==> config.mk <==
export PLATFORM = sky130hd
export DESIGN_NAME = pcmup_seq
export DESIGN_NICKNAME = d
export VERILOG_FILES = /design/src/rtl/pcmup_pkg.sv /design/src/rtl/pcmup_seq.sv
export SDC_FILE = /design/constraint.sdc
export NUM_CORES = 1
export LEC_CHECK = 0
export BUFFER_PORTS_ARGS = -buffer_cell sky130_fd_sc_hd__buf_2
export CORE_MARGIN = 5
export CORE_UTILIZATION = 58
export DETAILED_ROUTE_END_ITERATION = 8
export GPL_TIMING_DRIVEN = 1
export PLACE_DENSITY = 0.87
export SYNTH_ARGS = -nofsm -noshare
export SYNTH_HDL_FRONTEND = slang
export SYNTH_SLANG_ARGS = --single-unit
==> constraint.sdc <==
create_clock -name clk_i -period 3.25 [get_ports clk_i]
set_input_delay 0.65 -clock clk_i [delete_from_list [all_inputs] [get_ports clk_i]]
set_output_delay 0.65 -clock clk_i [all_outputs]
set_load 0.1 [all_outputs]
==> src/rtl/pcmup_pkg.sv <==
package pcmup_pkg;

  localparam int RATE_W = 17;
  localparam int ACC_W = 18;
  localparam int SAMPLE_W = 16;
  localparam int CNT4_W = 4;
  localparam int FILL_W = 12;
  localparam int CFG_IDX_W = 2;
  localparam int PC_W = 4;

  localparam logic [RATE_W-1:0] RATE_MIN = 17'd8000;
  localparam logic [RATE_W-1:0] RATE_MAX = 17'd96000;
  localparam logic [RATE_W-1:0] OUTPUT_RATE_RST = 17'd44100;
  localparam logic [RATE_W-1:0] INPUT_RATE_RST = 17'd16000;
  localparam logic [CNT4_W-1:0] MAX_FRAMES = 4'd12;

  localparam logic [CFG_IDX_W-1:0] REG_OUTPUT_RATE = 2'd0;
  localparam logic [CFG_IDX_W-1:0] REG_INPUT_RATE = 2'd1;
  localparam logic [CFG_IDX_W-1:0] REG_INPUT_STEREO = 2'd2;

  typedef enum logic [1:0] {
    OP_PUSH,
    OP_PULL,
    OP_LINK_UP,
    OP_LINK_DOWN
  } op_e;

  typedef struct packed {
    op_e                        opcode;
    logic signed [SAMPLE_W-1:0] sample_in;
  } in_t;

  typedef struct packed {
    logic signed [SAMPLE_W-1:0] left_out;
    logic signed [SAMPLE_W-1:0] right_out;
    logic                       underrun;
    logic [CNT4_W-1:0]          frames_made;
    logic [CNT4_W-1:0]          frames_dropped;
    logic                       status;
    logic [FILL_W-1:0]          fill_level;
  } out_t;

  typedef enum logic [3:0] {
    U_NOP,
    U_ACCEPT,
    U_LINK_UP,
    U_LINK_DOWN,
    U_PUSH_CHECK,
    U_ADD_PHASE,
    U_EMIT,
    U_PULL_READ,
    U_PULL_TAKE,
    U_FINISH
  } uop_e;

  typedef enum logic [2:0] {
    J_NEXT,
    J_GOTO,
    J_DISPATCH,
    J_BRANCH,
    J_LOOP
  } jmp_e;

  typedef struct packed {
    uop_e            uop;
    jmp_e            jmp;
    logic [PC_W-1:0] target;
  } ucode_t;

  typedef struct packed {
    uop_e uop;
  } ctrl_t;

  localparam logic [PC_W-1:0] PC_ACCEPT = 4'd0;
  localparam logic [PC_W-1:0] PC_DISPATCH = 4'd1;
  localparam logic [PC_W-1:0] PC_OPS = 4'd2;
  localparam logic [PC_W-1:0] PC_OP_PULL = 4'd3;
  localparam logic [PC_W-1:0] PC_OP_LINK_UP = 4'd4;
  localparam logic [PC_W-1:0] PC_OP_LINK_DOWN = 4'd5;
  localparam logic [PC_W-1:0] PC_PUSH = 4'd6;
  localparam logic [PC_W-1:0] PC_PHASE = 4'd7;
  localparam logic [PC_W-1:0] PC_EMIT = 4'd8;
  localparam logic [PC_W-1:0] PC_PULL = 4'd9;
  localparam logic [PC_W-1:0] PC_TAKE = 4'd10;
  localparam logic [PC_W-1:0] PC_FINISH = 4'd11;

  function automatic ucode_t ucode(input logic [PC_W-1:0] pc);
    ucode_t w;
    w = '{uop: U_NOP, jmp: J_GOTO, target: PC_ACCEPT};
    unique case (pc)
      PC_ACCEPT:       w = '{uop: U_ACCEPT,     jmp: J_LOOP,     target: PC_DISPATCH};
      PC_DISPATCH:     w = '{uop: U_NOP,        jmp: J_DISPATCH, target: PC_OPS};
      PC_OPS:          w = '{uop: U_NOP,        jmp: J_GOTO,     target: PC_PUSH};
      PC_OP_PULL:      w = '{uop: U_NOP,        jmp: J_GOTO,     target: PC_PULL};
      PC_OP_LINK_UP:   w = '{uop: U_LINK_UP,    jmp: J_GOTO,     target: PC_FINISH};
      PC_OP_LINK_DOWN: w = '{uop: U_LINK_DOWN,  jmp: J_GOTO,     target: PC_FINISH};
      PC_PUSH:         w = '{uop: U_PUSH_CHECK, jmp: J_BRANCH,   target: PC_FINISH};
      PC_PHASE:        w = '{uop: U_ADD_PHASE,  jmp: J_NEXT,     target: PC_EMIT};
      PC_EMIT:         w = '{uop: U_EMIT,       jmp: J_LOOP,     target: PC_FINISH};
      PC_PULL:         w = '{uop: U_PULL_READ,  jmp: J_BRANCH,   target: PC_FINISH};
      PC_TAKE:         w = '{uop: U_PULL_TAKE,  jmp: J_NEXT,     target: PC_FINISH};
      PC_FINISH:       w = '{uop: U_FINISH,     jmp: J_LOOP,     target: PC_ACCEPT};
      default:         w = '{uop: U_NOP,        jmp: J_GOTO,     target: PC_ACCEPT};
    endcase
    return w;
  endfunction

  function automatic logic [RATE_W-1:0] clamp_rate(input logic [RATE_W-1:0] r);
    logic [RATE_W-1:0] c;
    c = r;
    if (r < RATE_MIN) begin
      c = RATE_MIN;
    end else if (r > RATE_MAX) begin
      c = RATE_MAX;
    end
    return c;
  endfunction

endpackage

==> src/rtl/pcmup_seq.sv <==
module pcmup_seq (
  input  logic             clk_i,
  input  logic             rst_ni,
  input  pcmup_pkg::op_e   opcode_i,
  input  logic             cond_i,
  output pcmup_pkg::ctrl_t ctrl_o
);
  import pcmup_pkg::*;

  logic [PC_W-1:0] pc_q;
  logic [PC_W-1:0] pc_d;
  ucode_t          word;

  assign word = ucode(pc_q);
  assign ctrl_o.uop = word.uop;

  always_comb begin
    pc_d = pc_q;
    unique case (word.jmp)
      J_NEXT:     pc_d = pc_q + 1'b1;
      J_GOTO:     pc_d = word.target;
      J_DISPATCH: pc_d = word.target + PC_W'(opcode_i);
      J_BRANCH:   pc_d = cond_i ? word.target : pc_q + 1'b1;
      J_LOOP:     pc_d = cond_i ? pc_q : word.target;
      default:    pc_d = PC_ACCEPT;
    endcase
  end

  always_ff @(posedge clk_i or negedge rst_ni) begin
    if (!rst_ni) begin
      pc_q <= PC_ACCEPT;
    end else begin
      pc_q <= pc_d;
    end
  end

endmodule

[After elaboration in Yosys (flattened, before gate mapping)]
Memories as Yosys holds them, arrays and structs flattened.
Index checks and enable logic that the tools add are counted.
W data, S select, Z words.
Cells by class
  add/subtract/negate cells: 2
  eq/ne operators: 5
  muxes and demuxes: 3
  reductions and logical operators: 1
Operator list (count)
  $pmux W4 S5: 1
  $mux W4: 2
  $eq A3 B2 Y1 const B: 2
  $add A4 B1 Y4 const B: 1
  $add A4 B2 Y4: 1
  $eq A3 B1 Y1 const B: 1
  $eq A3 B3 Y1 const B: 1
  $logic_not A3 Y1: 1
  $ne A2 B2 Y1 const B: 1
Storage, ports and cells
  flip-flop bits (word level): 4
  ROM bits: 176
  input port bits: 5
  output and inout port bits: 4
  word-level logic and storage cells: 13
  memories kept: 1
Memory list
  (no name shown): depth 16, width 11, rd ports 1, clocked after Yosys merged registers in 0, wr ports 0, line pcmup_pkg.sv:90  | unique case (pc)

[Depth between registers and ports, before layout]
Gate-level depths: netlist (run 1).
  word-level depth: 3
  mapped depth: 12
  depth with buffers taken out: 12

[Worst setup path after synthesis (run 1)]
OpenSTA, ideal clock, no wires.
  path kind: register -> output
  from: register pc_q[2]
  to: output port ctrl_o[2] (netlist bit)
  arrival time: 2824 ps
  data required time: 2600 ps
  path slack: -224 ps
  cell stages (with the launch flop): 5
  buffers on the path: 1
  cells stage by stage: dfrtp_1 buf_6 inv_1 nand2_1 o21ai_0
RTL lines
  from (decl): line pcmup_seq.sv:10  | logic [PC_W-1:0] pc_q;
  from (signal assigned): line pcmup_seq.sv:33  | pc_q <= pc_d;
  to (decl): line pcmup_seq.sv:6  | output pcmup_pkg::ctrl_t ctrl_o

[Worst setup path in the final report (run 1)]
  from: register pc_q[1]
  to: register pc_q[3]
Between the ends
  word-level cells in the longest chain between the ends: 3
  elaborated cells between the ends (all ways): 12
  classes of those cells: add/sub (2); eq/ne (5); mux (3); reduce/logical (1); memory (1)
RTL lines
  $mem_v2 Z16 W11 / $add A4 B1 Y4 (equally long branches)
  $add A4 B2 Y4, or another cell as far along: line pcmup_seq.sv:22  | J_DISPATCH: pc_d = word.target + PC_W'(opcode_i);
  $pmux W4 S5 / $ne A2 B2 Y1 (equally long branches)
Several ways; a longest one is shown, not always the timed one. The select of a mux whose other input is x is not followed.
A chain may end at the register's enable or synchronous reset.

==> key figures, run 1 <==
Status
  • Status: complete, no violations

Detailed routing
  • Routed len/inst: 16.8 µm
  • Number of vias per cell: around 6.4
  • Vias: 835
  • Post-DRT Antenna Nets: 0
  • Initial drt markers: 45
  • DRT Pass-1 Iters: 4
  • # DRC: 0
  • Detailed Route WL: about 2200 µm

Place
  • GPL Wtd Cong: 1.02
  • Post-DP HPWL: roughly 1700 µm
  • Post-Place Setup Slack: around 340 ps
  • Placed cell area: around 910 µm²
  • I/O Buffers: 8

Synth
  • Post-Syn Nets: 124
  • Synthesized area: a little over 900 µm²
  • Mapped Cells: 110
  • Count leader, synth: inv_1
  • Synth area leader: dfrtp_1
  • Dominant synthesized flop cell: dfrtp_1
  • Flip-flop and latch count after synthesis: 4
  • Dominant cells by area after synthesis: dfrtp_1 (11%), ha_1 (11%), buf_6 (6.2%)
  • Top post-synthesis cells by count: inv_1 (11), ha_1 (8), o21ai_0 (7)
  • Post-synthesis cell type count: between 40 and 50
  • Mean Syn Cell Area: 8.28 µm²
  • Syn. warnings: 0
  • Top cell type's share of synthesized area: between 10% and 20%
  • Asr flop ratio synth: 100%
  • Sequential share of the synthesized area: between 10% and 20%
  • Post-synth EDFFs: 0

STA
  • Final Critical Period: just under 3000 ps
  • Fin Clk Skew: roughly 4.6 ps
  • Worst slew pin tran: ~570 ps
  • Period utilisation layout: ~90%
  • Post-route setup slack: 313 ps
  • RSZ-0062 raised after global routing: no
  • Total negative slack: 0 ps
  • Fmax: between 300 and 400 MHz
  • Final setup vio count: 0
  • Max transition margin: 61.7%
  • Max-slew violations: 0
  • Final hold vios: 0

Layout
  • Max reg flops: 4
  • Area Growth Syn to Fin: 2.20%
  • Reg with most FFs: pc_q
  • Layout cells sized above 1: between 10% and 20%
  • Largest registers: pc_q x4
  • # nets final: 130
  • Final instance area: 931 µm²
  • ANT cells: 0

Die
  • Ports: 9
  • Starting Density: between 60% and 70%
  • Row count: 14
  • Die Width: just under 50 µm
  • Core Footprint: between 0.0015 and 0.002 mm²
  • Die Area: roughly 0.0025 mm²
  • Die Ht: ~50 µm

CTS
  • CTS tree: done
  • Htree depth: 1
  • Clk pin slew, worst setup/hold paths: roughly 40 ps
  • Root Buffer Master: clkbuf_4
  • Clk sinks: 4
  • Cts hold-fix bufs: 0
  • Post-CTS Resized: 0
  • Max Root-Sink Buffers: 2
  • Inserted Clock Buffers: 3
  • Setup Fix Bufs, Post-CTS: 0
  • Latest clock arrival within the worst-skew pair: ~240 ps

Critical path
  • CP required: ~3400 ps
  • Critical path launch point type: flop
  • CP max FO: 12
  • Worst Path Arrival: ~3100 ps
  • Register-to-Register Setup Slack: approximately 310 ps
  • Crit path capture type: flop
  • WS Path Type: reg2reg

Global routing
  • All-Layer GR Usage: about a fifth
  • First-pass GRT wire length: 3690 µm
  • Global route overflow: 0
  • Largest net degree at the start of global routing: 21
  • Antenna violations before repair: 0
  • Vias in the first global route: between 800 and 900

Worst hold path
  • Min-Delay Path Class: in2async

Run
  • Maxcap violations: 0
==> cells by family (layout without fill, tap and decap cells) <==
group | count (synthesis) | count (layout) | share of synthesized area (%)
adder cells (fa/ha/maj) | 9 | 9 | 13.2
AO/OA/AOI/OAI | 36 | 36 | 30.5
buffers and inverters | 19 | 23 | 12.2
flip-flops | 4 | 4 | 11.0
multiplexers | 2 | 2 | 2.20
AND/OR/NAND/NOR | 38 | 38 | 29.0
XOR/XNOR | 2 | 2 | 1.92
==> worst max-delay path, stage by stage (launching register included) <==
cell	delay, ps
dfrtp_1	510
ha_1	330
inv_1	140
ha_1	220
and2b_1	230
a31oi_1	250
ha_1	300
a21oi_1	210
mux2i_1	220
a311oi_1	110
a2111o_1	300
==> placed cells by master (no fill, tap or decap), drive strengths merged, types with 3 or more instances in the layout <==
cell type,count
inv,11
buf,9
ha,8
a21oi,7
o21ai,7
nand2b,7
nand2,4
nor2,4
o211ai,4
dfrtp,4
nand4,3
clkbuf,3
nor2b,3
==> final cells by class <==
class,instances,area (µm²)
clock buffers,3,22.5
fillers,138,576
inverters,11,41.3
multi-input cells,87,699
flip-flops and latches,4,100
well taps,16,20.0
repair buffers,9,47.5
==> path summary, 6_finish.rpt <==
path | start | endpoint | cells after the start
min | rst_ni | pc_q[1]$_DFFE_PN0P_ | 1
min in group clk_i | pc_q[0]$_DFFE_PN0P_ | pc_q[0]$_DFFE_PN0P_ | 4
min reg2reg | pc_q[0]$_DFFE_PN0P_ | pc_q[0]$_DFFE_PN0P_ | 4
max in group asynchronous | rst_ni | pc_q[0]$_DFFE_PN0P_ | 1
max | pc_q[1]$_DFFE_PN0P_ | pc_q[3]$_DFFE_PN0P_ | 10
max reg2reg | pc_q[1]$_DFFE_PN0P_ | pc_q[3]$_DFFE_PN0P_ | 10
==> metrics by stage <==
step                hold slack [ps]  std cells  util, %
floorplan                       354        110        -
global placement                461        127     60.3
global route                    227        130     61.8
finish                          216        130     61.8
CTS                             212        130     61.8
detailed placement              463        127     60.3
==> metal layers <==
layer | up-vias | global-route usage (%) | part of all wire [%]
met5 | - | 0 | 0
met2 | 37 | 30.3 | 47
li1 | 419 | - | -
met1 | 374 | 24.5 | 45
met3 | 5 | 2.71 | 6.5
met4 | 0 | 8.30 | 1.8
Power of run 1 is not shown: default switching activity piles up to over one toggle a cycle in this logic, so the estimate is an artifact.
==> run 2: changes to the inputs <==
- BUFFER_PORTS_ARGS: -buffer_cell sky130_fd_sc_hd__buf_2 -> -buffer_cell sky130_fd_sc_hd__clkbuf_2
- CORE_UTILIZATION: 58 -> 45
- PLACE_DENSITY: 0.87 -> 0.64
==> run 2 against run 1 <==
Non-clock buffer count increased by 1. Via count increased by 9.2%. Critical path depth unchanged. Sequential share of layout area decreased by 0.24 points. Worst setup slack got worse by 110 ps.
==> key figures, run 2 (synthesis gave the netlist of run 1 again) <==
Status
  • Status: complete, no violations

Detailed routing
  • Vias: 912 (+9.2%)
  • # DRC: 0 (unchanged)
  • Post-DRT Antenna Nets: 0 (unchanged)
  • Routed len/inst: 16.6 µm (-1.1%)
  • Initial drt markers: 30 (-33%)
  • Detailed Route WL: 2360 µm (+8.0%)
  • DRT Pass-1 Iters: 5 (+1)
  • Number of vias per cell: 6.42 (about the same)

CTS
  • Htree depth: 1 (unchanged)
  • Post-CTS Resized: 0 (unchanged)
  • CTS tree: done
  • Clk sinks: 4 (unchanged)
  • Max Root-Sink Buffers: 2 (unchanged)
  • Setup Fix Bufs, Post-CTS: 0 (unchanged)
  • Clk pin slew, worst setup/hold paths: 40 ps (about the same)
  • Cts hold-fix bufs: 0 (unchanged)
  • Inserted Clock Buffers: 3 (unchanged)
  • Latest clock arrival within the worst-skew pair: 240 ps (about the same)
  • Root Buffer Master: clkbuf_4

Layout
  • ANT cells: 0 (unchanged)
  • Reg with most FFs: pc_q
  • Commonest non-fill, non-tap cells in the layout: inv_1 (11), ha_1 (8), clkbuf_2 (8)
  • Fin util: 49.0% (-13 points)
  • Most common cell after layout, fill and taps aside: inv_1
  • # nets final: 131 (+0.77%)
  • Largest registers: pc_q x4
  • Finished Layout Cells: 142 (+9.2%)
  • Layout cells sized above 1: 18.3% (+0.72 points)
  • Max reg flops: 4 (unchanged)
  • Area Growth Syn to Fin: 4.53%

STA
  • Final setup vio count: 0 (unchanged)
  • Worst slew pin tran: 613 ps (+38.5 ps)
  • Period utilisation layout: 93.8% (+3.4 points)
  • Max transition margin: 59.1% (-2.6 points)
  • Final Critical Period: 3050 ps (+112 ps)
  • Max-slew violations: 0 (unchanged)
  • Total negative slack: 0 ps (unchanged)
  • Fin Clk Skew: 3.09 ps (-1.55 ps)
  • Post-route setup slack: 202 ps (-112 ps)
  • RSZ-0062 raised after global routing: no
  • Final hold vios: 0 (unchanged)
  • Fmax: 328 MHz (-3.7%)

Global routing
  • Global route overflow: 0 (unchanged)
  • Largest net degree at the start of global routing: 21 (unchanged)
  • Antenna violations before repair: 0 (unchanged)
  • First-pass GRT wire length: 3930 µm (+6.6%)
  • All-Layer GR Usage: 17.9% (-0.92 points)
  • Vias in the first global route: 865 (+7.7%)

Die
  • Starting Density: 46.9% (-14 points)
  • Row count: 16 (+2)
  • Die Ht: 55.0 µm (+11%)
  • Ports: 9 (unchanged)
  • Core Footprint: 0.00194 mm² (+29%)
  • Die Width: 55.0 µm (+11%)
  • Die Area: 0.00302 mm² (+23%)

Place
  • GPL Wtd Cong: 0.890 (-12%)
  • Post-DP HPWL: 1790 µm (+5.3%)
  • Cell count after placement: 139 (+9.4%)
  • I/O Buffers: 8 (unchanged)
  • Post-Place Setup Slack: 259 ps (-79.9 ps)

Critical path
  • Most used cell, CP: ha_1
  • Critical path launch point type: flop
  • Worst path cell trace: ha_1 > inv_1 > ha_1 > and2b_1 > a31oi_1 > ha_1 > a21oi_1 > mux2i_1 > a311oi_1 > a2111o_1
  • CP max stage cell: dfrtp_1
  • Crit path capture type: flop
  • CP required: 3370 ps (about the same)
  • Slowest stage delay, CP: 520 ps (about the same)
  • Cell family with the largest share of critical-path delay: compound AO/OA/AOI/OAI gates
  • WS Path Type: reg2reg
  • Worst Path Arrival: 3160 ps (+110 ps)
  • Worst path bufs/invs: 1 (unchanged)
  • CP max FO: 12 (unchanged)

Run
  • Maxcap violations: 0 (unchanged)

Worst hold path
  • Min-Delay Path Class: in2async
[run 2: cell type report]
class / count / area (µm²)
Fill cell: 202 / 990
Multi-Input combinational cell: 87 / 699
Inverter: 11 / 41.3
Tap cell: 27 / 33.8
Sequential cell: 4 / 100
Clock buffer: 3 / 22.5
Timing Repair Buffer: 10 / 55.1
[run 2: routing by layer]
layer	GRT usage, %	vias to the layer above	share of wire, %
met5	0	-	0
met4	9.31	0	3.2
met3	1.34	13	7.3
met2	27.2	58	47
met1	25.0	422	42
li1	-	419	-
[run 2: worst paths after layout]
kind | from | endpoint | slack (ps) | cells after the start
max | pc_q[1]$_DFFE_PN0P_ | pc_q[3]$_DFFE_PN0P_ | 200 | 10
min in group clk_i | pc_q[2]$_DFFE_PN0P_ | pc_q[2]$_DFFE_PN0P_ | 850 | 4
max reg2reg | pc_q[1]$_DFFE_PN0P_ | pc_q[3]$_DFFE_PN0P_ | 200 | 10
min reg2reg | pc_q[2]$_DFFE_PN0P_ | pc_q[2]$_DFFE_PN0P_ | 850 | 4
max in group asynchronous | rst_ni | pc_q[0]$_DFFE_PN0P_ | 2900 | 1
min | rst_ni | pc_q[3]$_DFFE_PN0P_ | 220 | 1
[run 2: per-stage QoR]
step | instance area [µm²] | hold slack, ps
floorplan | 911 | 354
global placement | 930 | 467
detailed placement | 930 | 468
CTS | 952 | 216
global route | 952 | 218
finish | 952 | 215
Power of run 2 is left out for the same reason.
