===== config.mk =====
export PLATFORM = sky130hd
export DESIGN_NAME = pcmup_dp
export DESIGN_NICKNAME = d
export VERILOG_FILES = /design/src/rtl/pcmup_pkg.sv /design/src/rtl/pcmup_dp.sv
export SDC_FILE = /design/constraint.sdc
export NUM_CORES = 1
export LEC_CHECK = 0
export ABC_AREA = 1
export BUFFER_PORTS_ARGS = -buffer_cell sky130_fd_sc_hd__buf_2
export CORE_UTILIZATION = 35
export DETAILED_ROUTE_END_ITERATION = 10
export SLEW_MARGIN = 20
export SYNTH_ARGS = -nofsm -noshare
export SYNTH_HDL_FRONTEND = slang
export SYNTH_SLANG_ARGS = --single-unit

===== constraint.sdc =====
create_clock -name clk_i -period 2.75 [get_ports clk_i]
set_input_delay 0.1375 -clock clk_i [delete_from_list [all_inputs] [get_ports clk_i]]
set_output_delay 0.1375 -clock clk_i [all_outputs]
set_load 0.03 [all_outputs]

===== src/rtl/pcmup_pkg.sv =====
package pcmup_pkg;

  localparam int RATE_W = 17;
  localparam int ACC_W = 18;
  localparam int SAMPLE_W = 16;
  localparam int CNT4_W = 4;
  localparam int FILL_W = 12;
  localparam int CFG_IDX_W = 2;
  localparam int PC_W = 4;

  localparam logic [RATE_W-1:0] RATE_MIN = 17'd8000;
  localparam logic [RATE_W-1:0] RATE_MAX = 17'd96000;
  localparam logic [RATE_W-1:0] OUTPUT_RATE_RST = 17'd44100;
  localparam logic [RATE_W-1:0] INPUT_RATE_RST = 17'd16000;
  localparam logic [CNT4_W-1:0] MAX_FRAMES = 4'd12;

  localparam logic [CFG_IDX_W-1:0] REG_OUTPUT_RATE = 2'd0;
  localparam logic [CFG_IDX_W-1:0] REG_INPUT_RATE = 2'd1;
  localparam logic [CFG_IDX_W-1:0] REG_INPUT_STEREO = 2'd2;

  typedef enum logic [1:0] {
    OP_PUSH,
    OP_PULL,
    OP_LINK_UP,
    OP_LINK_DOWN
  } op_e;

  typedef struct packed {
    op_e                        opcode;
    logic signed [SAMPLE_W-1:0] sample_in;
  } in_t;

  typedef struct packed {
    logic signed [SAMPLE_W-1:0] left_out;
    logic signed [SAMPLE_W-1:0] right_out;
    logic                       underrun;
    logic [CNT4_W-1:0]          frames_made;
    logic [CNT4_W-1:0]          frames_dropped;
    logic                       status;
    logic [FILL_W-1:0]          fill_level;
  } out_t;

  typedef enum logic [3:0] {
    U_NOP,
    U_ACCEPT,
    U_LINK_UP,
    U_LINK_DOWN,
    U_PUSH_CHECK,
    U_ADD_PHASE,
    U_EMIT,
    U_PULL_READ,
    U_PULL_TAKE,
    U_FINISH
  } uop_e;

  typedef enum logic [2:0] {
    J_NEXT,
    J_GOTO,
    J_DISPATCH,
    J_BRANCH,
    J_LOOP
  } jmp_e;

  typedef struct packed {
    uop_e            uop;
    jmp_e            jmp;
    logic [PC_W-1:0] target;
  } ucode_t;

  typedef struct packed {
    uop_e uop;
  } ctrl_t;

  localparam logic [PC_W-1:0] PC_ACCEPT = 4'd0;
  localparam logic [PC_W-1:0] PC_DISPATCH = 4'd1;
  localparam logic [PC_W-1:0] PC_OPS = 4'd2;
  localparam logic [PC_W-1:0] PC_OP_PULL = 4'd3;
  localparam logic [PC_W-1:0] PC_OP_LINK_UP = 4'd4;
  localparam logic [PC_W-1:0] PC_OP_LINK_DOWN = 4'd5;
  localparam logic [PC_W-1:0] PC_PUSH = 4'd6;
  localparam logic [PC_W-1:0] PC_PHASE = 4'd7;
  localparam logic [PC_W-1:0] PC_EMIT = 4'd8;
  localparam logic [PC_W-1:0] PC_PULL = 4'd9;
  localparam logic [PC_W-1:0] PC_TAKE = 4'd10;
  localparam logic [PC_W-1:0] PC_FINISH = 4'd11;

  function automatic ucode_t ucode(input logic [PC_W-1:0] pc);
    ucode_t w;
    w = '{uop: U_NOP, jmp: J_GOTO, target: PC_ACCEPT};
    unique case (pc)
      PC_ACCEPT:       w = '{uop: U_ACCEPT,     jmp: J_LOOP,     target: PC_DISPATCH};
      PC_DISPATCH:     w = '{uop: U_NOP,        jmp: J_DISPATCH, target: PC_OPS};
      PC_OPS:          w = '{uop: U_NOP,        jmp: J_GOTO,     target: PC_PUSH};
      PC_OP_PULL:      w = '{uop: U_NOP,        jmp: J_GOTO,     target: PC_PULL};
      PC_OP_LINK_UP:   w = '{uop: U_LINK_UP,    jmp: J_GOTO,     target: PC_FINISH};
      PC_OP_LINK_DOWN: w = '{uop: U_LINK_DOWN,  jmp: J_GOTO,     target: PC_FINISH};
      PC_PUSH:         w = '{uop: U_PUSH_CHECK, jmp: J_BRANCH,   target: PC_FINISH};
      PC_PHASE:        w = '{uop: U_ADD_PHASE,  jmp: J_NEXT,     target: PC_EMIT};
      PC_EMIT:         w = '{uop: U_EMIT,       jmp: J_LOOP,     target: PC_FINISH};
      PC_PULL:         w = '{uop: U_PULL_READ,  jmp: J_BRANCH,   target: PC_FINISH};
      PC_TAKE:         w = '{uop: U_PULL_TAKE,  jmp: J_NEXT,     target: PC_FINISH};
      PC_FINISH:       w = '{uop: U_FINISH,     jmp: J_LOOP,     target: PC_ACCEPT};
      default:         w = '{uop: U_NOP,        jmp: J_GOTO,     target: PC_ACCEPT};
    endcase
    return w;
  endfunction

  function automatic logic [RATE_W-1:0] clamp_rate(input logic [RATE_W-1:0] r);
    logic [RATE_W-1:0] c;
    c = r;
    if (r < RATE_MIN) begin
      c = RATE_MIN;
    end else if (r > RATE_MAX) begin
      c = RATE_MAX;
    end
    return c;
  endfunction

endpackage


===== src/rtl/pcmup_dp.sv =====
module pcmup_dp #(
  parameter int RING_FRAMES = 2048
) (
  input  logic                                clk_i,
  input  logic                                rst_ni,
  input  logic                                cfg_we_i,
  input  logic [pcmup_pkg::CFG_IDX_W-1:0]     cfg_idx_i,
  input  logic [pcmup_pkg::RATE_W-1:0]        cfg_wdata_i,
  input  pcmup_pkg::ctrl_t                    ctrl_i,
  output logic                                cond_o,
  input  logic                                in_valid_i,
  input  pcmup_pkg::in_t                      in_data_i,
  output pcmup_pkg::op_e                      opcode_o,
  output logic                                out_valid_o,
  input  logic                                out_stall_i,
  output pcmup_pkg::out_t                     out_data_o,
  output logic                                ram_we_o,
  output logic [$clog2(RING_FRAMES)-1:0]      ram_waddr_o,
  output logic [pcmup_pkg::SAMPLE_W-1:0]      ram_wdata_o,
  output logic                                ram_re_o,
  output logic [$clog2(RING_FRAMES)-1:0]      ram_raddr_o,
  input  logic [pcmup_pkg::SAMPLE_W-1:0]      ram_rdata_i
);
  import pcmup_pkg::*;

  localparam int PW = $clog2(RING_FRAMES);
  localparam int CW = $clog2(RING_FRAMES + 1);
  localparam logic [PW-1:0] PTR_LAST = PW'(RING_FRAMES - 1);
  localparam logic [CW-1:0] CNT_FULL = CW'(RING_FRAMES);

  logic [RATE_W-1:0]   orate_q, orate_d;
  logic [RATE_W-1:0]   irate_q, irate_d;
  logic [RATE_W-1:0]   irate_use_q, irate_use_d;
  logic [ACC_W-1:0]    acc_q, acc_d;
  logic [PW-1:0]       rp_q, rp_d;
  logic [PW-1:0]       wp_q, wp_d;
  logic [CW-1:0]       count_q, count_d;
  logic                link_q, link_d;
  in_t                 item_q, item_d;
  logic [SAMPLE_W-1:0] left_q, left_d;
  logic                under_q, under_d;
  logic [CNT4_W-1:0]   made_q, made_d;
  logic [CNT4_W-1:0]   dropped_q, dropped_d;
  logic                status_q, status_d;
  out_t                out_q, out_d;
  logic                out_valid_q, out_valid_d;

  logic                can_emit;
  logic                full;
  logic                empty;
  logic                out_free;
  logic [PW-1:0]       rp_inc;
  logic [PW-1:0]       wp_inc;
  logic [31:0]         count_ext;

  assign full      = (count_q == CNT_FULL);
  assign empty     = (count_q == '0);
  assign can_emit  = ({1'b0, irate_use_q} <= acc_q) && (made_q < MAX_FRAMES);
  assign out_free  = !out_valid_q || !out_stall_i;
  assign rp_inc    = (rp_q == PTR_LAST) ? '0 : rp_q + 1'b1;
  assign wp_inc    = (wp_q == PTR_LAST) ? '0 : wp_q + 1'b1;
  assign count_ext = 32'(count_q);

  always_comb begin
    cond_o = 1'b0;
    unique case (ctrl_i.uop)
      U_ACCEPT:     cond_o = !in_valid_i;
      U_PUSH_CHECK: cond_o = !link_q;
      U_EMIT:       cond_o = can_emit;
      U_PULL_READ:  cond_o = empty;
      U_FINISH:     cond_o = !out_free;
      default:      cond_o = 1'b0;
    endcase
  end

  assign opcode_o    = item_q.opcode;
  assign ram_we_o    = (ctrl_i.uop == U_EMIT) && can_emit;
  assign ram_waddr_o = wp_q;
  assign ram_wdata_o = item_q.sample_in;
  assign ram_re_o    = (ctrl_i.uop == U_PULL_READ) && !empty;
  assign ram_raddr_o = rp_q;
  assign out_valid_o = out_valid_q;
  assign out_data_o  = out_q;

  always_comb begin
    orate_d     = orate_q;
    irate_d     = irate_q;
    irate_use_d = irate_use_q;
    acc_d       = acc_q;
    rp_d        = rp_q;
    wp_d        = wp_q;
    count_d     = count_q;
    link_d      = link_q;
    item_d      = item_q;
    left_d      = left_q;
    under_d     = under_q;
    made_d      = made_q;
    dropped_d   = dropped_q;
    status_d    = status_q;
    out_d       = out_q;
    out_valid_d = out_valid_q && out_stall_i;

    if (cfg_we_i) begin
      unique case (cfg_idx_i)
        REG_OUTPUT_RATE:  orate_d = cfg_wdata_i;
        REG_INPUT_RATE:   irate_d = cfg_wdata_i;
        // The left sample is the pushed sample in both formats.
        REG_INPUT_STEREO: orate_d = orate_q;
        default:          orate_d = orate_q;
      endcase
    end

    unique case (ctrl_i.uop)
      U_ACCEPT: begin
        if (in_valid_i) begin
          item_d    = in_data_i;
          left_d    = '0;
          under_d   = 1'b0;
          made_d    = '0;
          dropped_d = '0;
          status_d  = 1'b0;
        end
      end
      U_LINK_UP, U_LINK_DOWN: begin
        link_d  = (ctrl_i.uop == U_LINK_UP);
        rp_d    = '0;
        wp_d    = '0;
        count_d = '0;
      end
      U_PUSH_CHECK: begin
        if (!link_q) begin
          status_d = 1'b1;
        end
      end
      U_ADD_PHASE: begin
        acc_d       = acc_q + ACC_W'(clamp_rate(orate_q));
        irate_use_d = clamp_rate(irate_q);
      end
      U_EMIT: begin
        if (can_emit) begin
          acc_d  = acc_q - {1'b0, irate_use_q};
          wp_d   = wp_inc;
          made_d = made_q + 1'b1;
          if (full) begin
            rp_d      = rp_inc;
            dropped_d = dropped_q + 1'b1;
          end else begin
            count_d = count_q + 1'b1;
          end
        end
      end
      U_PULL_READ: begin
        if (empty) begin
          under_d = 1'b1;
        end
      end
      U_PULL_TAKE: begin
        left_d  = ram_rdata_i;
        rp_d    = rp_inc;
        count_d = count_q - 1'b1;
      end
      U_FINISH: begin
        if (out_free) begin
          out_valid_d          = 1'b1;
          out_d.left_out       = left_q;
          out_d.right_out      = left_q;
          out_d.underrun       = under_q;
          out_d.frames_made    = made_q;
          out_d.frames_dropped = dropped_q;
          out_d.status         = status_q;
          out_d.fill_level     = count_ext[FILL_W-1:0];
        end
      end
      default: begin
        out_d = out_q;
      end
    endcase
  end

  always_ff @(posedge clk_i or negedge rst_ni) begin
    if (!rst_ni) begin
      orate_q     <= OUTPUT_RATE_RST;
      irate_q     <= INPUT_RATE_RST;
      acc_q       <= '0;
      rp_q        <= '0;
      wp_q        <= '0;
      count_q     <= '0;
      link_q      <= 1'b0;
      under_q     <= 1'b0;
      made_q      <= '0;
      dropped_q   <= '0;
      status_q    <= 1'b0;
      out_valid_q <= 1'b0;
    end else begin
      orate_q     <= orate_d;
      irate_q     <= irate_d;
      acc_q       <= acc_d;
      rp_q        <= rp_d;
      wp_q        <= wp_d;
      count_q     <= count_d;
      link_q      <= link_d;
      under_q     <= under_d;
      made_q      <= made_d;
      dropped_q   <= dropped_d;
      status_q    <= status_d;
      out_valid_q <= out_valid_d;
    end
  end

  always_ff @(posedge clk_i) begin
    irate_use_q <= irate_use_d;
    item_q      <= item_d;
    left_q      <= left_d;
    out_q       <= out_d;
  end

`ifndef SYNTHESIS
  a_count_bound: assert property (@(posedge clk_i) disable iff (!rst_ni)
    count_q <= CNT_FULL)
    else $error("Frame count exceeds the ring size.");

  a_made_bound: assert property (@(posedge clk_i) disable iff (!rst_ni)
    made_q <= MAX_FRAMES)
    else $error("Too many frames emitted for one item.");

  a_emit_link: assert property (@(posedge clk_i) disable iff (!rst_ni)
    ram_we_o |-> link_q)
    else $error("Frame written while the link is down.");

  a_full_stays: assert property (@(posedge clk_i) disable iff (!rst_ni)
    (ram_we_o && full) |=> (count_q == CNT_FULL))
    else $error("Overwrite of the oldest frame changed the count.");
`endif

endmodule


; ---- Word-level counts from Yosys, hierarchy flattened
; Cells that the tools add are included.
[word_totals]
latchBits = 0
input_bits = 62
mem_bits_rw = 0
ff_bits = 187
memories = 0
rom_bits = 0
[op_classes]
mul = 0
muxes = 32
div = 0
shifts = 0
bitwise_logic = 0
n_reduce_logical = 35
n_lt_le_gt_ge = 6
n_eq_ne = 19
add_sub_neg = 8
[ops]
columns = cell, n
row1 = $mux W17, 4
row2 = $mux W11, 5
row3 = $pmux W12 S3, 1
row4 = $pmux W18 S2, 1
row5 = $gt A17 B17 Y1 const B, 2
row6 = $lt A17 B13 Y1 const B, 2
row7 = $pmux W11 S3, 1
row8 = $pmux W16 S2, 1
row9 = $mux W12, 2
row10 = $add A11 B1 Y11 const B, 2
row11 = $eq A11 B11 Y1 const B, 2
row12 = $pmux W11 S2, 1
row13 = $add A18 B17 Y18, 1
row14 = $le A17 B18 Y1, 1
row15 = $mux W18, 1
row16 = $sub A18 B17 Y18, 1
row17 = $eq A4 B3 Y1 const B, 4
row18 = $mux W16, 1
row19 = $mux W4, 4
row20 = $pmux W4 S2, 2
row21 = $reduce_and A3 Y1, 5
row22 = $reduce_and A2 Y1, 7
row23 = $add A12 B1 Y12 const B, 1
row24 = $eq A12 B12 Y1 const B, 1
row25 = 20 further kinds, 47

; ---- Longest topological paths before layout
; Gate-level depths: netlist of the first run.
[depth]
ltp_word = 6
depth_mapped = 24
depth_no_buf = 23

; ---- Worst setup path before layout of the first run
; Ideal clock, no wire load.
[synth_path]
path_kind = reg2reg
startpoint = register orate_q[13]
endpoint = register acc_q[16]
path_stages_with_launch = 22
n_path_buf = 1
path_slack_ps = -156
arrival_ps = 2789
path_cell_list = dfstp_2 -> nand4_1 -> nor2_1 -> nand2_1 -> o221ai_1 -> nand2_1 -> inv_1 -> clkbuf_1 -> nor2_1 -> ha_1 -> fa_1 -> nand2_1 -> nand3_1 -> and2_1 -> nand2_1 -> nand2_1 -> nand2_1 -> nand3b_1 -> nand3_1 -> nand2_1 -> nand2_1 -> nand2_1
[synth_via]
elab_chain_cells = 6
elab_cells_between_ends = 7
cone_classes = add/sub: 1 / order compare: 2 / mux: 4
[synth_lines]
columns = item, line_no
row1 = "start, declared", pcmup_dp.sv:31  ; logic [RATE_W-1:0] orate_q, orate_d;
row2 = "start signal, assigned", pcmup_dp.sv:195  ; orate_q <= orate_d;
row3 = $gt A17 B17 Y1, pcmup_pkg.sv:113  ; end else if (r > RATE_MAX) begin
row4 = $mux W17, pcmup_pkg.sv:113
row5 = $mux W17 *, pcmup_pkg.sv:111  ; if (r < RATE_MIN) begin
row6 = $mux W17 *, pcmup_dp.sv:113  ; unique case (ctrl_i.uop)
row7 = $add A18 B17 Y18 *, pcmup_dp.sv:136  ; acc_d = acc_q + ACC_W'(clamp_rate(orate_q));
row8 = $pmux W18 S2 *, pcmup_dp.sv:113
row9 = "end signal, assigned", pcmup_dp.sv:184  ; acc_q <= '0;
row10 = "end signal, assigned", pcmup_dp.sv:197  ; acc_q <= acc_d;
row11 = "end, declared", pcmup_dp.sv:34  ; logic [ACC_W-1:0] acc_q, acc_d;
; Mark *: on every way between the ends. The rest lies on a longest branch, timed or not. The select of a mux whose other input is x is not followed.
; A chain may end at the register's enable or synchronous reset.

; ---- Worst setup path in the final report of the first run
[layout_path]
startpoint = register orate_q[10]
endpoint = register acc_q[17]
; The elaborated chain is that of the path after synthesis.

==> results of run 1 <==
worst paths after layout:
| path | startpoint | endpoint | slack (ns) |
|---|---|---|---|
| min in group asynchronous | rst_ni | count_q[5] | 0.23 |
| worst min register to register | left_q[8] | out_data_o[30] | 0.42 |
| worst max-delay path | orate_q[10] | acc_q[17] | 0.02 |
| max in group asynchronous | rst_ni | orate_q[6] | 1.74 |
| worst min-delay path | cfg_wdata_i[4] | orate_q[4] | 0.02 |
| worst max register to register | orate_q[10] | acc_q[17] | 0.02 |
power breakdown:
group | internal [mW] | switching [mW] | total [mW]
clock network | 1.24 | 1.27 | 2.52
registers | 3.25 | 0.329 | 3.58
logic | 1.83 | 2.41 | 4.24
total | 6.32 | 4.01 | 10.3
kinds of logic after synthesis:
| kind of cell | share of synthesized area [%] |
|---|---|
| AOI/OAI and AO/OA | 7.36 |
| xor gates and xnor gates | 2.27 |
| adders and majority gates | 6.12 |
| buffers and inverters | 8.33 |
| DFF | 47.6 |
| and+or+nand+nor | 28.3 |
synth_stat cells (10+ instances only):
cell type  count  share of area (%)
o21ai_0       70                3.2
inv_1        149                5.2
xnor2_1       11               0.89
edfxtp_1      89                 25
a21oi_1       53                2.5
clkbuf_1      12               0.42
ha_1          48                5.6
nand3b_1      17                1.2
nand2_1      385                 13
nor3_1        10               0.46
nor2_1       134                4.7
nand3_1      113                5.2
nand4_1       17               0.98
xor2_1        17                1.4
dfrtp_1       86                 20
buf_4         22                1.5
dfstp_2       12                2.9
cells in the final DEF (no fill, tap or decap), drive strengths merged, types with 48 or more instances in the layout:
master | Yosys | final
edfxtp | 89 | 89
inv | 159 | 165
a21oi | 54 | 54
nand3 | 115 | 115
dfrtp | 86 | 86
buf | 36 | 234
ha | 48 | 48
o21ai | 75 | 75
nand2 | 392 | 392
dlygate4sd3 | 0 | 51
nor2 | 138 | 138
worst min-delay path, cell delays in order:
cell,delay (ns)
buf_2,0.10
inv_1,0.08
o21ai_0,0.09
repair_timing:
item | in CTS | in global routing
hold buffers | 51 | 0
gates resized for setup | 35 | 36
pin swaps | 4 | 5
setup buffers | 1 | 4
hold endpoints to repair | 104 | 0
endpoints found under the setup margin | 15 | 16
stage by stage:
stage	setup slack, ns	cell area (um2)	util (%)
final	0.0160	13800	45.9
after global routing	-0.182	13800	45.9
after detailed placement	-0.189	12300	41.1
after floorplan	0.0264	10800	-
after global placement	-0.156	12300	41.1
after CTS	0.000137	13600	45.3
state kept, by name (all words and copies together) (netlist names):
name,cells
out_data_o,38
acc_q,18
irate_q,17
irate_use_q,17
orate_q,17
left_q,16
ram_wdata_o,16
count_q,12
ram_raddr_o,11
ram_waddr_o,11
dropped_q,4
made_q,4
opcode_o,2
link_q,1
out_valid_o,1
status_q,1
under_q,1
layer usage:
metal  GRT usage, %  vias up
met4           4.24        0
met5              0        -
met1           24.6     4421
met2           32.0      246
li1               -     4858
met3           3.08       23
final cells by class:
type | instances | area, um2
clock buffers | 17 | 425
clock inverters | 15 | 190
fillers | 2934 | 16200
inverters | 160 | 609
multi-input cells | 939 | 5050
flip-flops and latches | 187 | 5140
well taps | 390 | 488
repair buffers | 285 | 1890
==> metrics, run 1 <==
run status finished clean; EDFF count, synth 89; Root Driver clkbuf_16; Final Max Slew Viols 0; WL met2 13.8 mm; first-pass detailed-route iteration total 5; Crit Path Class reg2reg; fin nets 1703; met1 WL 13.3 mm; cell count along the critical path 18; Finished Layout Cells 1993; clk slew on worst S/H paths 0.08 ns; largest net degree at the start of global routing 57; total power draw 10.3 mW; Syn Nets 1447; cts bufs inserted 17; Min Hold Slack 0.0165 ns; power per cell area 749 mW/mm2; setup TNS 0 ns; crit-path leading delay family simple AND/OR/NAND/NOR gates; drt wl/cell 14.5 um; Routed WL 28.9 mm; I/O pin count 160; post-route ant nets 0; max-slew headroom at the worst pin 38.5%; initial antenna violation count 0; vias in the first global route 9089; GRT Residual Overflow 0; Core Rows 63; Async SR Flop Fraction 52.4%; total number of vias 9548; average size of a mapped cell 8.10 um2; Via density 4.79; max layer used met4; DRC 0; worst vdd ir 450 uV; CP Capture Type flip-flop; predominant post-synthesis flop cell edfxtp_1; crit path DAT 3.12 ns; critical path's largest stage delay 0.56 ns; Synth Instances 1334; WP buf/inv 1; final setup vio count 0; Final period util 99.4%; die area 0.0316 mm2; GPL Wtd Cong 0.905; clk buf depth 2; number of port buffers 159; unrepaired setup endpoints after global routing yes; GRT Total Usage 18.7%; die height 178 um; most used cell, CP nand2_1; #FFs+latches synth 187; Slowest cell on crit path dfstp_2; Fmax 366 MHz; ANT cells 0; DP Cell Count 1905; area grow syn2layout 27.7%; Period minus WS final 2.73 ns; Slew @ Worst Pin 0.920 ns; Final Hold Viols 0; Max Cap Viol 0; register area share after synthesis 47.6%; Setup Skew 0.0157 ns; Synth Warn # 0; # clock sinks 187; Core ar. 0.0300 mm2; WHS Path Cells 3; Max FO, Critical Path 11; first-pass GRT wire length 46.0 mm; fraction of layout cells with a size suffix above 1 23.0%; Register-to-Register Path Depth 18; Netlist Area Pre-Place 0.0108 mm2; crit path cell chain nand4_1, nor4_2, nand4_1, nand2_2, inv_6, nor2_1, ha_1, nand2_1, nor2_2, and2_4, nand3b_1, nand3_1, nand2_1, nand2_1, nand2_1, nand2_1, nand2_1, nand2_1; Leak 6.54 nW; starting density of the core 36.0%; Hold Crit Class in2reg; Met3 Routed Length 1.44 mm; initial detailed-routing violation count 656; worst path required time 3.14 ns; CTS tree done; Clk Latency, worst-skew pair 0.45 ns; Die W 178 um; CTS H-tree lvls 4; Cell variety after synth 48; Post-DP HPWL 21.5 mm; CP startpoint kind flip-flop
Note: power is estimated with default switching activity, not from simulation.
==> run 2, diff against run 1 <==
--- a/config.mk
+++ b/config.mk
@@ -7,6 +7,7 @@
 export LEC_CHECK = 0
 export ABC_AREA = 1
 export BUFFER_PORTS_ARGS = -buffer_cell sky130_fd_sc_hd__buf_2
+export CORE_ASPECT_RATIO = 0.5
 export CORE_UTILIZATION = 35
 export DETAILED_ROUTE_END_ITERATION = 10
 export SLEW_MARGIN = 20
==> run 2 against run 1 <==
The run now ends with negative setup slack left. Via count down 1.6%. Worst setup slack worse by 0.065 ns. Register-to-register slack worse by 0.07 ns. Critical path type unchanged. Critical endpoint unchanged. Largest power group unchanged.
==> metrics, run 2 (synthesized netlist as in run 1, its figures left out) <==
clk slew on worst S/H paths 0.08 ns (about the same); Min Hold Slack 0.0119 ns (-0.00457 ns); setup TNS -0.0621 ns (-0.0621 ns); Finished Layout Cells 1990 (-0.15%); DP Cell Count 1904 (-0.052%); Max FO, Critical Path 11 (unchanged); initial antenna violation count 0 (unchanged); run status finished with violations; # clock sinks 187 (unchanged); vias in the first global route 8867 (-2.4%); max-slew headroom at the worst pin 36.8% (-1.8 points); Crit Path Class reg2reg; worst vdd ir 463 uV (+3.0%); fraction of layout cells with a size suffix above 1 21.3% (-1.6 points); number of port buffers 159 (unchanged); fin nets 1691 (-0.70%); Max Cap Viol 0 (unchanged); Root Driver clkbuf_16; ANT cells 0 (unchanged); GPL Wtd Cong 0.931 (+2.8%); initial detailed-routing violation count 651 (-0.76%); post-route ant nets 0 (unchanged); cts bufs inserted 17 (unchanged); crit path DAT 3.19 ns (+0.07 ns); commonest cells after routing, fill and taps aside nand2_1, buf_2, inv_1; Clk Latency, worst-skew pair 0.45 ns (about the same); power per cell area 742 mW/mm2 (-1.0%); Post-DP HPWL 20.9 mm (-2.5%); fillers 2979 (+1.5%); first-pass GRT wire length 46.1 mm (+0.10%); Post-Place Worst Slack -0.195 ns (-0.00611 ns); Core Rows 45 (-29%); DRC 0 (unchanged); Hold Crit Class in2reg; drt wl/cell 14.4 um (-0.84%); I/O pin count 160 (unchanged); Post-DP Area 0.0123 mm2 (-0.42%); Die W 250 um (+41%); PnR worst setup slack -0.0492 ns (-0.0652 ns); Period minus WS final 2.80 ns (+0.0652 ns); first-pass detailed-route iteration total 5 (unchanged); Final Hold Viols 0 (unchanged); unrepaired setup endpoints after global routing yes; GRT Total Usage 18.4% (-0.26 points); final core utilization 45.0% (-0.96 points); area grow syn2layout 26.4%; Setup Skew 0.0127 ns (-0.00308 ns); total number of vias 9397 (-1.6%); CTS tree done; failing checks negative setup slack; Leak 6.48 nW (-0.87%); CTS H-tree lvls 4 (unchanged); commonest non-fill, non-tap cell in the layout nand2_1; Final Max Slew Viols 0 (unchanged); Slew @ Worst Pin 0.946 ns (+0.0262 ns); largest net degree at the start of global routing 56 (-1.8%); Routed WL 28.6 mm (-0.99%); die height 126 um (-29%); Core ar. 0.0303 mm2 (+1.0%); CP startpoint kind flip-flop; final setup vio count 2 (+2); max reg flops 38 (unchanged); starting density of the core 35.6% (-0.37 points); clk buf depth 2 (unchanged); GRT Residual Overflow 0 (unchanged); Fmax 357 MHz (-2.3%); die area 0.0316 mm2 (+0.13%); Final Instance Area 0.0136 mm2 (-1.1%); CP Capture Type flip-flop; total power draw 10.1 mW (-2.1%); Final period util 102% (+2.4 points); worst path required time 3.14 ns (about the same); Via density 4.72 (-1.4%)
run 2: cell types whose count changed in the layout (fill, tap and decap cells not counted), sizes merged:
cell      change
buf          -12
bufinv        +2
clkinv        -3
inv           +2
clkinvlp      -1
run 2: per-layer routing:
metal  global-route usage, %  vias to the layer above  routed length (um)
met3                    3.18                       21                1250
met4                    5.88                        0                 395
met5                       0                        -                   0
li1                        -                     4839                   -
met2                    28.8                      206               12700
met1                    26.0                     4331               14300
run 2: layout make-up:
type	instances	area [um2]	area share, %
clock buffer	17	425	3.12
clock inverter	15	198	1.45
inverter	160	609	4.46
multi-input combinational	939	4970	36.4
sequential	187	5140	37.7
tap	399	499	3.66
timing repair buffer	273	1810	13.3
run 2: final timing paths:
| path | endpoint | slack, ns | depth (start not counted) | start |
|---|---|---|---|---|
| worst max-delay path | acc_q[17] | -0.05 | 18 | orate_q[10] |
| worst min-delay path | left_q[8] | 0.01 | 3 | ram_rdata_i[8] |
| worst max register to register | acc_q[17] | -0.05 | 18 | orate_q[10] |
| worst min register to register | out_data_o[31] | 0.42 | 0 | left_q[9] |
| max in group asynchronous | orate_q[2] | 1.58 | 3 | rst_ni |
| min in group asynchronous | ram_waddr_o[6] | 0.29 | 2 | rst_ni |
run 2: critical path, stage by stage, from the launching register on:
cell and delay, ns:
dfstp_2 0.56, nand4_1 0.12, nor4_2 0.15, nand4_1 0.14, nand2_2 0.12, clkinv_4 0.11, or2_2 0.32, ha_4 0.30
nand2_2 0.09, nor2_4 0.12, and2_4 0.16, nand3b_1 0.13, nand3_1 0.12, nand2_1 0.05, nand2_1 0.05, nand2_1 0.05
nand2_1 0.06, nand2_1 0.04, nand2_1 0.05
run 2: repair_timing:
item,4_1_cts,5_1_grt
endpoints found under the setup margin,13,17
pin swaps,0,3
resized for setup,19,36
setup buffers,0,3
endpoints found under the hold margin,108,1
hold buffers,50,1
run 2: report_power, final:
group          internal (mW)  switching (mW)
registers               3.25           0.311
clock network           1.40            1.23
logic                   1.63            2.30
==> run 3, diff against run 2 <==
==> constraint.sdc (replaced) <==
create_clock -name clk_i -period 3.1 [get_ports clk_i]
set_input_delay 0.155 -clock clk_i [delete_from_list [all_inputs] [get_ports clk_i]]
set_output_delay 0.155 -clock clk_i [all_outputs]
set_load 0.03 [all_outputs]
==> run 3 against run 2 <==
Count of clock-buffer cells in the layout up 3. Utilization down 1.3 points. Flip-flop and latch count did not move. Worst setup slack better by 0.21 ns. Sequential share of layout area rose by 1.1 points. The flow now finishes without violations. Clock power down 17%.
==> metrics, run 3 (synthesized netlist as in run 1, its figures left out) <==
Hold Crit Class in2reg; Core ar. 0.0303 mm2 (unchanged); Fmax 341 MHz; GRT Total Usage 18.3% (-0.10 points); die area 0.0316 mm2 (unchanged); area grow syn2layout 22.6%; unrepaired setup endpoints after global routing yes; CP Capture Type output pin; Final period util 94.7%; crit path cell chain ha_1, fa_1, nand3b_1, nand4_1, nand2_1, nand2_2, nand3_4, inv_1, buf_2; Slowest cell on crit path edfxtp_1; CP startpoint kind flip-flop; critical path's largest stage delay 0.47 ns (-0.09 ns); Post-DP HPWL 20.7 mm (-1.0%); crit path DAT 2.78 ns (-0.41 ns); max reg flops 38 (unchanged); Crit Path Class reg2out; Max FO, Critical Path 9 (-2); number of port buffers 159 (unchanged); cts bufs inserted 17 (unchanged); largest net degree at the start of global routing 58 (+3.6%); WP buf/inv 2 (+1); Leak 6.27 nW (-3.3%); Clk Latency, worst-skew pair 0.46 ns (about the same); setup TNS 0 ns (+0.0621 ns); Via density 4.81 (+1.8%); worst vdd ir 439 uV (-5.2%); clk slew on worst S/H paths 0.07 ns (about the same); vias in the first global route 8564 (-3.4%); Core Rows 45 (unchanged); initial detailed-routing violation count 661 (+1.5%); Final Max Slew Viols 0 (unchanged); Period minus WS final 2.94 ns; Die W 250 um (unchanged); Slew @ Worst Pin 0.949 ns (+0.00258 ns); drt wl/cell 14.6 um (+1.5%); met3 Use GR 2.91% (-0.27 points); # clock sinks 187 (unchanged); initial antenna violation count 0 (unchanged); commonest cells after routing, fill and taps aside nand2_1, buf_2, inv_1; die height 126 um (unchanged); crit-path leading delay family simple AND/OR/NAND/NOR gates; final setup vio count 0 (-2); Setup Skew 0.0107 ns (-0.00195 ns); power per cell area 652 mW/mm2 (-12%); Max Cap Viol 0 (unchanged); I/O pin count 160 (unchanged); starting density of the core 35.6% (unchanged); total number of vias 9379 (-0.19%); run status finished clean; commonest non-fill, non-tap cell in the layout nand2_1; GPL Wtd Cong 0.956 (+2.7%); GR Layer Usage met2 27.8% (-0.98 points); fin nets 1652 (-2.3%); CTS H-tree lvls 4 (unchanged); worst path required time 2.94 ns (-0.20 ns); ANT cells 0 (unchanged); Routed WL 28.5 mm (-0.45%); post-route ant nets 0 (unchanged); first-pass GRT wire length 45.2 mm (-1.8%); first-pass detailed-route iteration total 5 (unchanged); fraction of layout cells with a size suffix above 1 19.2% (-2.1 points); clk buf depth 2 (unchanged); GRT Residual Overflow 0 (unchanged); Final Hold Viols 0 (unchanged); met1 track demand over resource 26.7% (+0.67 points); busiest grt layer met2; DRC 0 (unchanged); FF-to-FF setup slack 0.21 ns (+0.26 ns); Root Driver clkbuf_16; CTS tree done; max-slew headroom at the worst pin 36.6% (-0.17 points); Min Hold Slack 0.00964 ns (-0.00224 ns)
## run 3: where the power goes
group / leakage (nW) / switching (mW) / internal [mW]
clock: 0.269 / 0.998 / 1.18
combinational: 3.98 / 2.03 / 1.27
sequential: 2.02 / 0.278 / 2.88
## run 3: final timing paths
path                                   to  cells after the start           start
setup / recovery                 ram_we_o                      9  irate_use_q[0]
hold / removal                 orate_q[1]                      3  cfg_wdata_i[1]
setup reg to reg                acc_q[17]                     18     orate_q[13]
hold reg to reg            out_data_o[31]                      0       left_q[9]
max in group asynchronous     irate_q[13]                      3          rst_ni
min in group asynchronous  ram_waddr_o[4]                      2          rst_ni
## run 3: routing by layer
metal | share of wire (%) | routed length (um) | up-vias
li1 | - | - | 4752
met1 | 50 | 14200 | 4348
met2 | 43 | 12400 | 248
met3 | 5.0 | 1430 | 31
met4 | 1.5 | 427 | 0
met5 | 0 | 0 | -
## run 3: repair_timing
action	CTS	global route
gates resized for setup	0	52
endpoints found under the setup margin	0	13
buffers inserted	0	9
hold buffers	45	0
endpoints found under the hold margin	95	0
## run 3: per-stage QoR
| step | area (um2) | utilization, % | cells | setup WS [ns] | power (mW) |
|---|---|---|---|---|---|
| global placement | 12000 | 39.5 | 1864 | 0.138 | 6.12 |
| floorplan | 10800 | - | 1334 | 0.194 | 5.30 |
| finish | 13200 | 43.7 | 1951 | 0.164 | 8.64 |
| global route | 13200 | 43.7 | 1951 | -0.0338 | 9.24 |
| CTS | 13000 | 42.8 | 1941 | 0.0974 | 8.36 |
| detailed placement | 12000 | 39.5 | 1864 | 0.128 | 6.12 |
## run 3: final cells by class
type,instances,area [um2]
Fill cell,2966,17100
Sequential cell,187,5140
Multi-Input combinational cell,939,4950
Timing Repair Buffer,234,1490
Inverter,160,606
Tap cell,399,499
Clock buffer,20,437
Clock inverter,12,121
## run 3: worst reg2reg max path, cell delays in order (launching register included)
cell and delay (ns):
dfstp_2 0.56, nand4_1 0.13, nor4_2 0.23, nand4_1 0.14, nand2_2 0.12, inv_4 0.06, buf_4 0.14, or2_2 0.31
ha_4 0.32, nand2_4 0.08, nor2_4 0.12, and2_4 0.15, nand3b_1 0.09, nand4_1 0.10, nand2_1 0.05, nand2_1 0.05
nand2_1 0.05, nand2_1 0.05, nand2_1 0.05
